[src/rtl/pfla_pkg.sv]
// types, codes and defaults of the physical frame list allocator
package pfla_pkg;

	localparam int FRAME_COUNT_DEF = 4096;
	localparam int LIST_COUNT_DEF  = 3;

	// command codes
	localparam logic [1:0] CMD_POPULATE = 2'd0;
	localparam logic [1:0] CMD_ALLOC    = 2'd1;
	localparam logic [1:0] CMD_FREE     = 2'd2;
	localparam logic [1:0] CMD_NOP      = 2'd3;

	// status codes
	localparam logic [1:0] STATUS_OK        = 2'd0;
	localparam logic [1:0] STATUS_NO_FRAMES = 2'd1;
	localparam logic [1:0] STATUS_NULL      = 2'd2;

	// list numbers
	localparam int LIST_FREE     = 0;
	localparam int LIST_NONPAGED = 1;

	typedef struct packed {
		logic [1:0]  cmd;
		logic [11:0] frame_index;
		logic [12:0] page_count;
		logic        to_in_use;
	} req_t;

	typedef struct packed {
		logic [1:0]  status;
		logic [11:0] allocated_frame;
		logic [11:0] free_count;
		logic [11:0] in_use_count;
	} rsp_t;

	// controller to datapath commands
	typedef struct packed {
		logic load;
		logic pick;
		logic walk;
		logic seal;
		logic read;
		logic link;
		logic push;
		logic back;
	} dp_cmd_t;

	// datapath to controller status
	typedef struct packed {
		logic [1:0] op;
		logic       run_empty;
		logic       walk_last;
		logic       alloc_empty;
		logic       free_bad;
	} dp_stat_t;

endpackage

[src/rtl/pfla_ctrl.sv]
// sequencer of the frame list allocator
module pfla_ctrl (
	input  logic              clk,
	input  logic              arst_n,
	input  logic              start,
	input  pfla_pkg::dp_stat_t stat,
	output pfla_pkg::dp_cmd_t  cmd,
	output logic              busy,
	output logic              done
);
	import pfla_pkg::*;

	typedef enum logic [8:0] {
		ST_IDLE     = 9'b000000001,
		ST_DISPATCH = 9'b000000010,
		ST_WALK     = 9'b000000100,
		ST_SEAL     = 9'b000001000,
		ST_READ     = 9'b000010000,
		ST_LINK     = 9'b000100000,
		ST_PUSH     = 9'b001000000,
		ST_BACK     = 9'b010000000,
		ST_DONE     = 9'b100000000
	} state_t;

	state_t state_q, state_d;

	assign busy = (state_q != ST_IDLE);
	assign done = (state_q == ST_DONE);

	// next state and datapath commands
	always_comb begin
		state_d = state_q;
		cmd     = '0;
		unique case (state_q)
			ST_IDLE: begin
				if (start) begin
					cmd.load = 1'b1;
					state_d  = ST_DISPATCH;
				end
			end
			ST_DISPATCH: begin
				cmd.pick = 1'b1;
				case (stat.op)
					CMD_POPULATE: state_d = stat.run_empty ? ST_DONE : ST_WALK;
					CMD_ALLOC:    state_d = stat.alloc_empty ? ST_DONE : ST_READ;
					CMD_FREE:     state_d = stat.free_bad ? ST_DONE : ST_READ;
					default:      state_d = ST_DONE;
				endcase
			end
			ST_WALK: begin
				cmd.walk = 1'b1;
				if (stat.walk_last) begin
					state_d = ST_SEAL;
				end
			end
			ST_SEAL: begin
				cmd.seal = 1'b1;
				state_d  = ST_DONE;
			end
			ST_READ: begin
				cmd.read = 1'b1;
				state_d  = ST_LINK;
			end
			ST_LINK: begin
				cmd.link = 1'b1;
				state_d  = ST_PUSH;
			end
			ST_PUSH: begin
				cmd.push = 1'b1;
				state_d  = ST_BACK;
			end
			ST_BACK: begin
				cmd.back = 1'b1;
				state_d  = ST_DONE;
			end
			ST_DONE: begin
				state_d = ST_IDLE;
			end
			default: begin
				state_d = ST_IDLE;
			end
		endcase
	end

	always_ff @(posedge clk or negedge arst_n) begin
		if (!arst_n) begin
			state_q <= ST_IDLE;
		end else begin
			state_q <= state_d;
		end
	end

endmodule

[config.mk]
export PLATFORM = sky130hd
export DESIGN_NAME = pfla_ctrl
export DESIGN_NICKNAME = d
export VERILOG_FILES = /design/src/rtl/pfla_pkg.sv /design/src/rtl/pfla_ctrl.sv
export SDC_FILE = /design/constraint.sdc
export NUM_CORES = 1
export LEC_CHECK = 0
export ABC_AREA = 1
export BUFFER_PORTS_ARGS = -buffer_cell sky130_fd_sc_hd__buf_2
export CAP_MARGIN = 15
export CORE_AREA = 4 4 41 43
export DETAILED_ROUTE_END_ITERATION = 12
export DIE_AREA = 0 0 45 47
export GPL_TIMING_DRIVEN = 0
export PLACE_DENSITY = 0.78
export REMOVE_ABC_BUFFERS = 1
export SYNTH_ARGS = -nofsm -noshare
export SYNTH_HDL_FRONTEND = slang
export SYNTH_SLANG_ARGS = --single-unit
[constraint.sdc]
create_clock -name clk -period 2.6 [get_ports clk]
set_input_delay 0 -clock clk [delete_from_list [all_inputs] [get_ports clk]]
set_output_delay 0 -clock clk [all_outputs]
set_load 0.05 [all_outputs]
== Word-level counts from Yosys, hierarchy flattened ==
Cells that the tools add are included.

* Register bits: 9
* Input bits: 9
* Output and inout bits: 10
* Word-level logic and storage cells: 34

* Equality and inequality tests: 14
* Multiplexer cells: 16
* Reductions and logical operators: 3

{| class="wikitable"
|+ Operators by type and width
! cell !! number
|-
| one-hot mux 9 bit (7 select lines) || 1
|-
| 2-to-1 mux 9 bit || 5
|-
| one-hot mux 9 bit (3 select lines) || 1
|-
| == test 9 x 1 -> 1 bit, second input constant || 1
|-
| == test 9 x 2 -> 1 bit, second input constant || 1
|-
| == test 9 x 3 -> 1 bit, second input constant || 1
|-
| == test 9 x 4 -> 1 bit, second input constant || 1
|-
| == test 9 x 5 -> 1 bit, second input constant || 1
|-
| == test 9 x 6 -> 1 bit, second input constant || 1
|-
| == test 9 x 7 -> 1 bit, second input constant || 1
|-
| == test 9 x 8 -> 1 bit, second input constant || 1
|-
| == test 9 bit, second input constant || 1
|-
| 2-to-1 mux 1 bit || 9
|-
| != test 9 x 1 -> 1 bit, second input constant || 1
|-
| != test 2 bit, second input constant || 2
|-
| == test 2 x 1 -> 1 bit, second input constant || 1
|-
| == test 2 bit, second input constant || 1
|-
| zero test 2 bit || 1
|-
| AND reduction 2 bit || 1
|-
| OR reduction 2 bit || 1
|}

== Longest topological paths before layout ==
Gate-level depths: netlist (run 1).

* Word-level depth: 3
* Depth in mapped cells: 9
* Gate-level depth less buffers: 8

== Worst setup path before layout (run 1) ==
OpenSTA, ideal clock, no wires.

* Path kind: reg2out
* From: register state_q[1]
* To: output cmd[2] (netlist name)
* Arrival time: 2,179 ps
* Data required time: 2,600 ps
* Slack: 421 ps
* Stages on the path, launching flop included: 6
* Buffers on the path: 0
* Cell sequence: dfrtp_1 -> inv_2 -> nand2_2 -> nor2_4 -> inv_1 -> nor4_1

{| class="wikitable"
|+ RTL lines
! what !! line !! RTL
|-
| start, declared || pfla_ctrl.sv:25 || <nowiki>state_t state_q, state_d;</nowiki>
|-
| start signal, assigned || pfla_ctrl.sv:89 || <nowiki>state_q <= state_d;</nowiki>
|-
| end, declared || pfla_ctrl.sv:7 || <nowiki>output pfla_pkg::dp_cmd_t cmd,</nowiki>
|}

==> results of run 1 <==
[Yosys cell counts]
cell      count
nand2_1      12
o21bai_1      1
nor2_2        1
nor2_4        1
nor3_1        3
nand3_1      12
inv_6         1
nand2_4       1
a21oi_1       2
dfrtp_1       8
nand2_8       1
nand2_2       4
inv_4         1
o21ai_0       1
buf_4         1
inv_2         6
nor4_1        3
nand3_4       1
o21ai_1       1
nor2_8        1
dfstp_2       1
buf_6         1
inv_1        14
nor2_1       17
[metal layers]
layer,GRT usage,share of wire
met1,0.1694,0.42
met2,0.2881,0.52
met3,0.02299,0.039
met4,0.08772,0.022
met5,0,0
[layout make-up]
cell class | count | area, µm² | share of cell area
Clock buffer | 4 | 26.28 | 0.03191
Inverter | 22 | 90.09 | 0.1094
Tap cell | 15 | 18.77 | 0.02280
Sequential cell | 9 | 226.5 | 0.2751
Timing Repair Buffer | 21 | 120.1 | 0.1459
Multi-Input combinational cell | 62 | 341.6 | 0.4149
[worst paths after layout]
path	slack, ns	depth (start not counted)	end	start
max	1.05	6	cmd[7]	state_q[8]$_DFFE_PN0P_
min	0.005	4	state_q[4]$_DFFE_PN0P_	stat[0]
max reg2reg	1.36	8	state_q[0]$_DFFE_PN1P_	state_q[0]$_DFFE_PN1P_
min reg2reg	0.60	3	state_q[6]$_DFFE_PN0P_	state_q[4]$_DFFE_PN0P_
max in group asynchronous	2.24	2	state_q[0]$_DFFE_PN1P_	arst_n
min in group asynchronous	0.12	2	state_q[2]$_DFFE_PN0P_	arst_n
[worst max-delay path: cells and delay by family (launching register included)]
family | cells | cell delay (ns)
buffers and inverters | 2 | 0.39
AND/OR/NAND/NOR | 4 | 0.38
flip-flops | 1 | 0.51
[stage by stage]
stage / power, µW / util / setup slack, ns / cell area [µm²]
finish: 603.5 / 0.6327 / 1.047 / 823.3
global route: 651.2 / 0.6327 / 0.9403 / 823.3
CTS: 607.3 / 0.6327 / 1.048 / 823.3
detailed placement: 496.3 / 0.5894 / 1.338 / 767.0
global placement: 487.2 / 0.5894 / 1.354 / 767.0
floorplan: 429.9 / - / 0.4209 / 658.1
[power by group through the flow]
stage,Combinational [µW],Clock [µW],Sequential [µW]
finish,309,106,189
global route,344,117,190
CTS,311,109,187
detailed placement,307,0,190
global placement,298,0,189
floorplan,245,0,185
[cell families after synthesis]
| kind of cell | count (synthesis) | share of synthesized area |
|---|---|---|
| buffers and inverters | 24 | 0.1608 |
| AO/OA/AOI/OAI | 5 | 0.04066 |
| AND/OR/NAND/NOR | 57 | 0.4640 |
| flip-flops | 9 | 0.3346 |
==> impl_metrics.py, run 1 <==
metrics = {
    "yosys": {
        "syn_area_um2": 676.9,
        "ys_seq_area_frac": 0.3346,
        "synth-seq-cells": 9,
        "synth_top_area_cell": "dfrtp_1",
        "synth_top_area_frac": 0.2957,
        "syn_inst": 95,
        "yosys_warnings": 0,
        "synth_area_leaders": "dfrtp_1 30%, nor2_1 9.4%, nand3_1 8.9%",
        "synth.avg_cell_area_um2": 7.125,
        "ys_types": 24,
    },
    "sta": {
        "clock_skew_ns": 0.001438,
        "slew_headroom": 0.7460,
        "final_max_slew_viol_count": 0,
        "fin_crit_ns": 1.553,
        "hold_ws_ns": 0.005324,
        "grt_setup_unrepaired": "no",
        "finalHoldViolations": 0,
        "setup_viol": 0,
        "timing.fmax_mhz": 644.0,
        "fin_tns_setup_ns": 0,
        "fin_crit_sh": 0.5973,
        "worstMarginPinSlew_ns": 0.3809,
    },
    "critical_path": {
        "max_stage_delay_ns": 0.51,
        "path_max_fanout": 9,
        "worstPathCellList": "inv_6 > nand3_1 > nor2_1 > nand2_1 > nor2_1 > buf_2",
        "worstSetupStartpointType": "register",
        "critPathKind": "reg -> out",
        "crit_path_frequent_cell": "nor2_1",
        "required_ns": 2.60,
        "slowest_stage": "dfrtp_1",
        "setup.worst_path.end_class": "output port",
        "arrival_ns": 1.55,
    },
    "layout": {
        "area_growth_pct": 21.63,
        "largest_reg_flops": 9,
        "diodes": 0,
        "reg_top3": "state_q x9",
        "layout.nets": 128,
        "layout_commonest_cell": "buf_2",
        "layout_common_cells": "18 x buf_2, 17 x nor2_1, 14 x inv_1",
        "top_register": "state_q",
        "fillers": 118,
        "fin_cells": 133,
        "drive_gt1_frac": 0.3390,
    },
    "routing": {
        "ant_nets": 0,
        "routedWlPerCell_um": 9.910,
        "drt-initial-drc-count": 6,
        "dr.pass1.iters": 3,
        "wl_um": 1318,
        "viasPerCell": 4.842,
        "drc": 0,
        "vias": 644,
    },
    "cts": {
        "cts_resized": 0,
        "cts.sink_count": 9,
        "postCtsSetupBuffers": 0,
        "clock_path_buffers": 2,
        "numCtsBuffers": 3,
        "cts_tree": "built",
        "clkTransAtPathRegs_ns": 0.06,
        "hold_buffers": 3,
        "clock_latency_ns": 0.26,
        "cts_root_buffer": "clkbuf_4",
        "htreeDepth": 1,
    },
    "place": {
        "port_buffers": 18,
        "place_hpwl_um": 1089,
        "gp_congestion": 0.7326,
        "place_inst": 126,
    },
    "pwr": {
        "ir_drop_uv": 459.7,
        "seq_power_share": 0.312,
        "p_sw_uw": 290.7,
        "power_frac_clock": 0.176,
        "switching_share": 0.4816,
        "cell_internal_pwr_uw": 312.8,
        "leakage_uw": 0.0004908,
        "p_comb_frac": 0.512,
        "power.density_mw_per_mm2": 733.0,
    },
    "hold_path": {
        "worstHoldPathType": "in -> reg",
    },
    "die": {
        "die-area_mm2": 0.002115,
        "rows": 13,
        "core_mm2": 0.001301,
        "die_w_um": 45,
        "ios": 19,
        "dieHeight_um": 47,
        "start_util": 0.5202,
    },
    "global_routing": {
        "grt.total_usage": 0.1559,
        "grt_antenna_before_repair": 0,
        "grt_overflow": 0,
        "grt_pass1_wl_um": 2373,
        "grt_max_degree": 10,
        "grt_pass1_vias": 625,
    },
    "run": {
        "max_cap_viol_count": 0,
    },
    "status": {
        "status": "finished clean",
    },
}
Power figures use the tool's default switching activity.
==> inputs of run 2 (changes only) <==
Settings changed: CORE_AREA 4 4 41 43 to default, CORE_MARGIN from default to 4, CORE_UTILIZATION from default to 45, DIE_AREA 0 0 45 47 to default, PLACE_DENSITY 0.78 to 0.73.
Clock period 2.6 ns to 1.4 ns, I/O delays scaled along.
==> impl_metrics.py, run 2 (synthesized netlist as in run 1, its figures left out) <==
metrics = {
    "layout": {
        "reg_top3": "state_q x9",
        "diodes": 0,
        "largest_reg_flops": 9,
        "area_growth_pct": 51.57,
        "fin_cells": 144,
        "layout_common_cells": "14 x nor2_1, 14 x buf_4, 11 x nand2_1",
        "layout.nets": 139,
        "drive_gt1_frac": 0.5194,
        "top_register": "state_q",
    },
    "critical_path": {
        "worstRegToRegCells": 10,
        "max_stage_delay_ns": 0.39,
        "worstPathCellList": "inv_2 > nand2_4 > nor2_4 > inv_2 > nor4_2 > buf_4",
        "path_max_fanout": 5,
        "arrival_ns": 1.54,
        "crit_path_frequent_cell": "inv_2",
        "required_ns": 1.40,
        "crit_start": "state_q[3]$_DFFE_PN0P_",
        "slowest_stage": "dfrtp_1",
        "worstSetupStartpointType": "register",
        "critPathKind": "reg -> out",
        "worstReg2RegStart": "state_q[3]$_DFFE_PN0P_",
        "setup.worst_path.end_class": "output port",
    },
    "pwr": {
        "p_comb_frac": 0.594,
        "power_uw": 1357,
        "ir_drop_uv": 781.1,
        "switching_share": 0.4739,
        "seq_power_share": 0.254,
        "power_frac_clock": 0.152,
        "p_sw_uw": 643.0,
        "cell_internal_pwr_uw": 713.9,
        "power.density_mw_per_mm2": 1323,
        "leakage_uw": 0.0005546,
    },
    "die": {
        "dieHeight_um": 46.79,
        "core_mm2": 0.001366,
        "die-area_mm2": 0.002189,
        "ios": 19,
        "rows": 13,
        "start_util": 0.4954,
        "die_w_um": 46.79,
    },
    "hold_path": {
        "worstHoldPathType": "in -> reg",
        "holdCritStartpoint": "stat[3]",
        "whs_path_depth": 4,
    },
    "sta": {
        "final_max_slew_viol_count": 0,
        "fin_crit_sh": 1.099,
        "fin_ws_ns": -0.1382,
        "fin_crit_ns": 1.538,
        "hold_ws_ns": 0.005004,
        "timing.fmax_mhz": 650.1,
        "clock_skew_ns": 0.002847,
        "setup_viol": 5,
        "grt_setup_unrepaired": "yes",
        "slew_headroom": 0.8196,
        "finalHoldViolations": 0,
        "worstMarginPinSlew_ns": 0.2683,
    },
    "global_routing": {
        "grt_overflow": 0,
        "grt_pass1_wl_um": 2608,
        "grt.total_usage": 0.1638,
        "grt_pass1_vias": 664,
        "grt_antenna_before_repair": 0,
        "grt_max_degree": 10,
    },
    "place": {
        "post-place-ws_ns": 0.1509,
        "place_hpwl_um": 1064,
        "port_buffers": 18,
        "place_inst": 126,
        "gp_congestion": 0.7165,
    },
    "routing": {
        "ant_nets": 0,
        "drc": 0,
        "viasPerCell": 5.153,
        "vias": 742,
        "routedWlPerCell_um": 12.75,
        "drt-initial-drc-count": 22,
        "wl_um": 1836,
        "dr.pass1.iters": 4,
    },
    "cts": {
        "cts.sink_count": 9,
        "numCtsBuffers": 3,
        "clock_latency_ns": 0.26,
        "clkTransAtPathRegs_ns": 0.06,
        "htreeDepth": 1,
        "cts_root_buffer": "clkbuf_4",
        "clock_path_buffers": 2,
        "cts_tree": "built",
    },
    "status": {
        "violations": "setup timing",
        "status": "finished, violations left",
    },
    "run": {
        "max_cap_viol_count": 0,
    },
}
==> run 2: metal layers <==
metal | vias up | routed length [µm] | global-route usage
met1 | 354 | 734 | 0.1929
met3 | 6 | 75 | 0.01533
met2 | 21 | 971 | 0.3008
met5 | - | 0 | 0
met4 | 0 | 55 | 0.06630
li1 | 361 | - | -
==> run 2: path summary, 6_finish.rpt <==
path / to / slack (ns)
worst max-delay path: done / -0.14
worst min-delay path: state_q[2]$_DFFE_PN0P_ / 0.005
worst max register to register: state_q[0]$_DFFE_PN1P_ / 0.01
worst min register to register: state_q[7]$_DFFE_PN0P_ / 0.63
max in group asynchronous: state_q[0]$_DFFE_PN1P_ / 1.02
min in group asynchronous: state_q[4]$_DFFE_PN0P_ / 0.13
==> run 2: repair_timing <==
item,4_1_cts,5_1_grt
pin swaps,1,5
setup buffers,4,8
gates resized for setup,16,26
hold endpoints to repair,11,0
setup endpoints to repair,9,10
hold buffers,2,0
==> run 2: power by group through the flow <==
stage / sequential (µW) / combinational [µW] / clock [µW]
CTS: 345 / 642 / 207
global route: 348 / 881 / 218
global placement: 351 / 553 / 0
finish: 344 / 807 / 206
floorplan: 343 / 455 / 0
detailed placement: 351 / 561 / 0
==> run 2: layout make-up <==
type                    count  area (µm²)
flip-flops and latches      9       227.7
clock buffers               4       26.28
fillers                   109       340.3
well taps                  15       18.77
multi-input cells          62       397.9
inverters                  22       92.59
repair buffers             32       262.8
==> run 2: critical path, delay by kind of cell, from the launching register on <==
kind                   cells  cell delay [ns]
AND/OR/NAND/NOR            3             0.46
flip-flops                 1             0.39
buffers and inverters      3             0.43
==> run 2: metrics by stage <==
stage	util	setup TNS (ns)	cell area (µm²)
6_report	0.7509	-0.2779	1026
5_1_grt	0.7509	-0.7778	1026
4_1_cts	0.6484	-0.09026	885.9
3_5_place_dp	0.5614	0	767.0
3_3_place_gp	0.5614	0	767.0
2_1_floorplan	-	-2.419	658.1
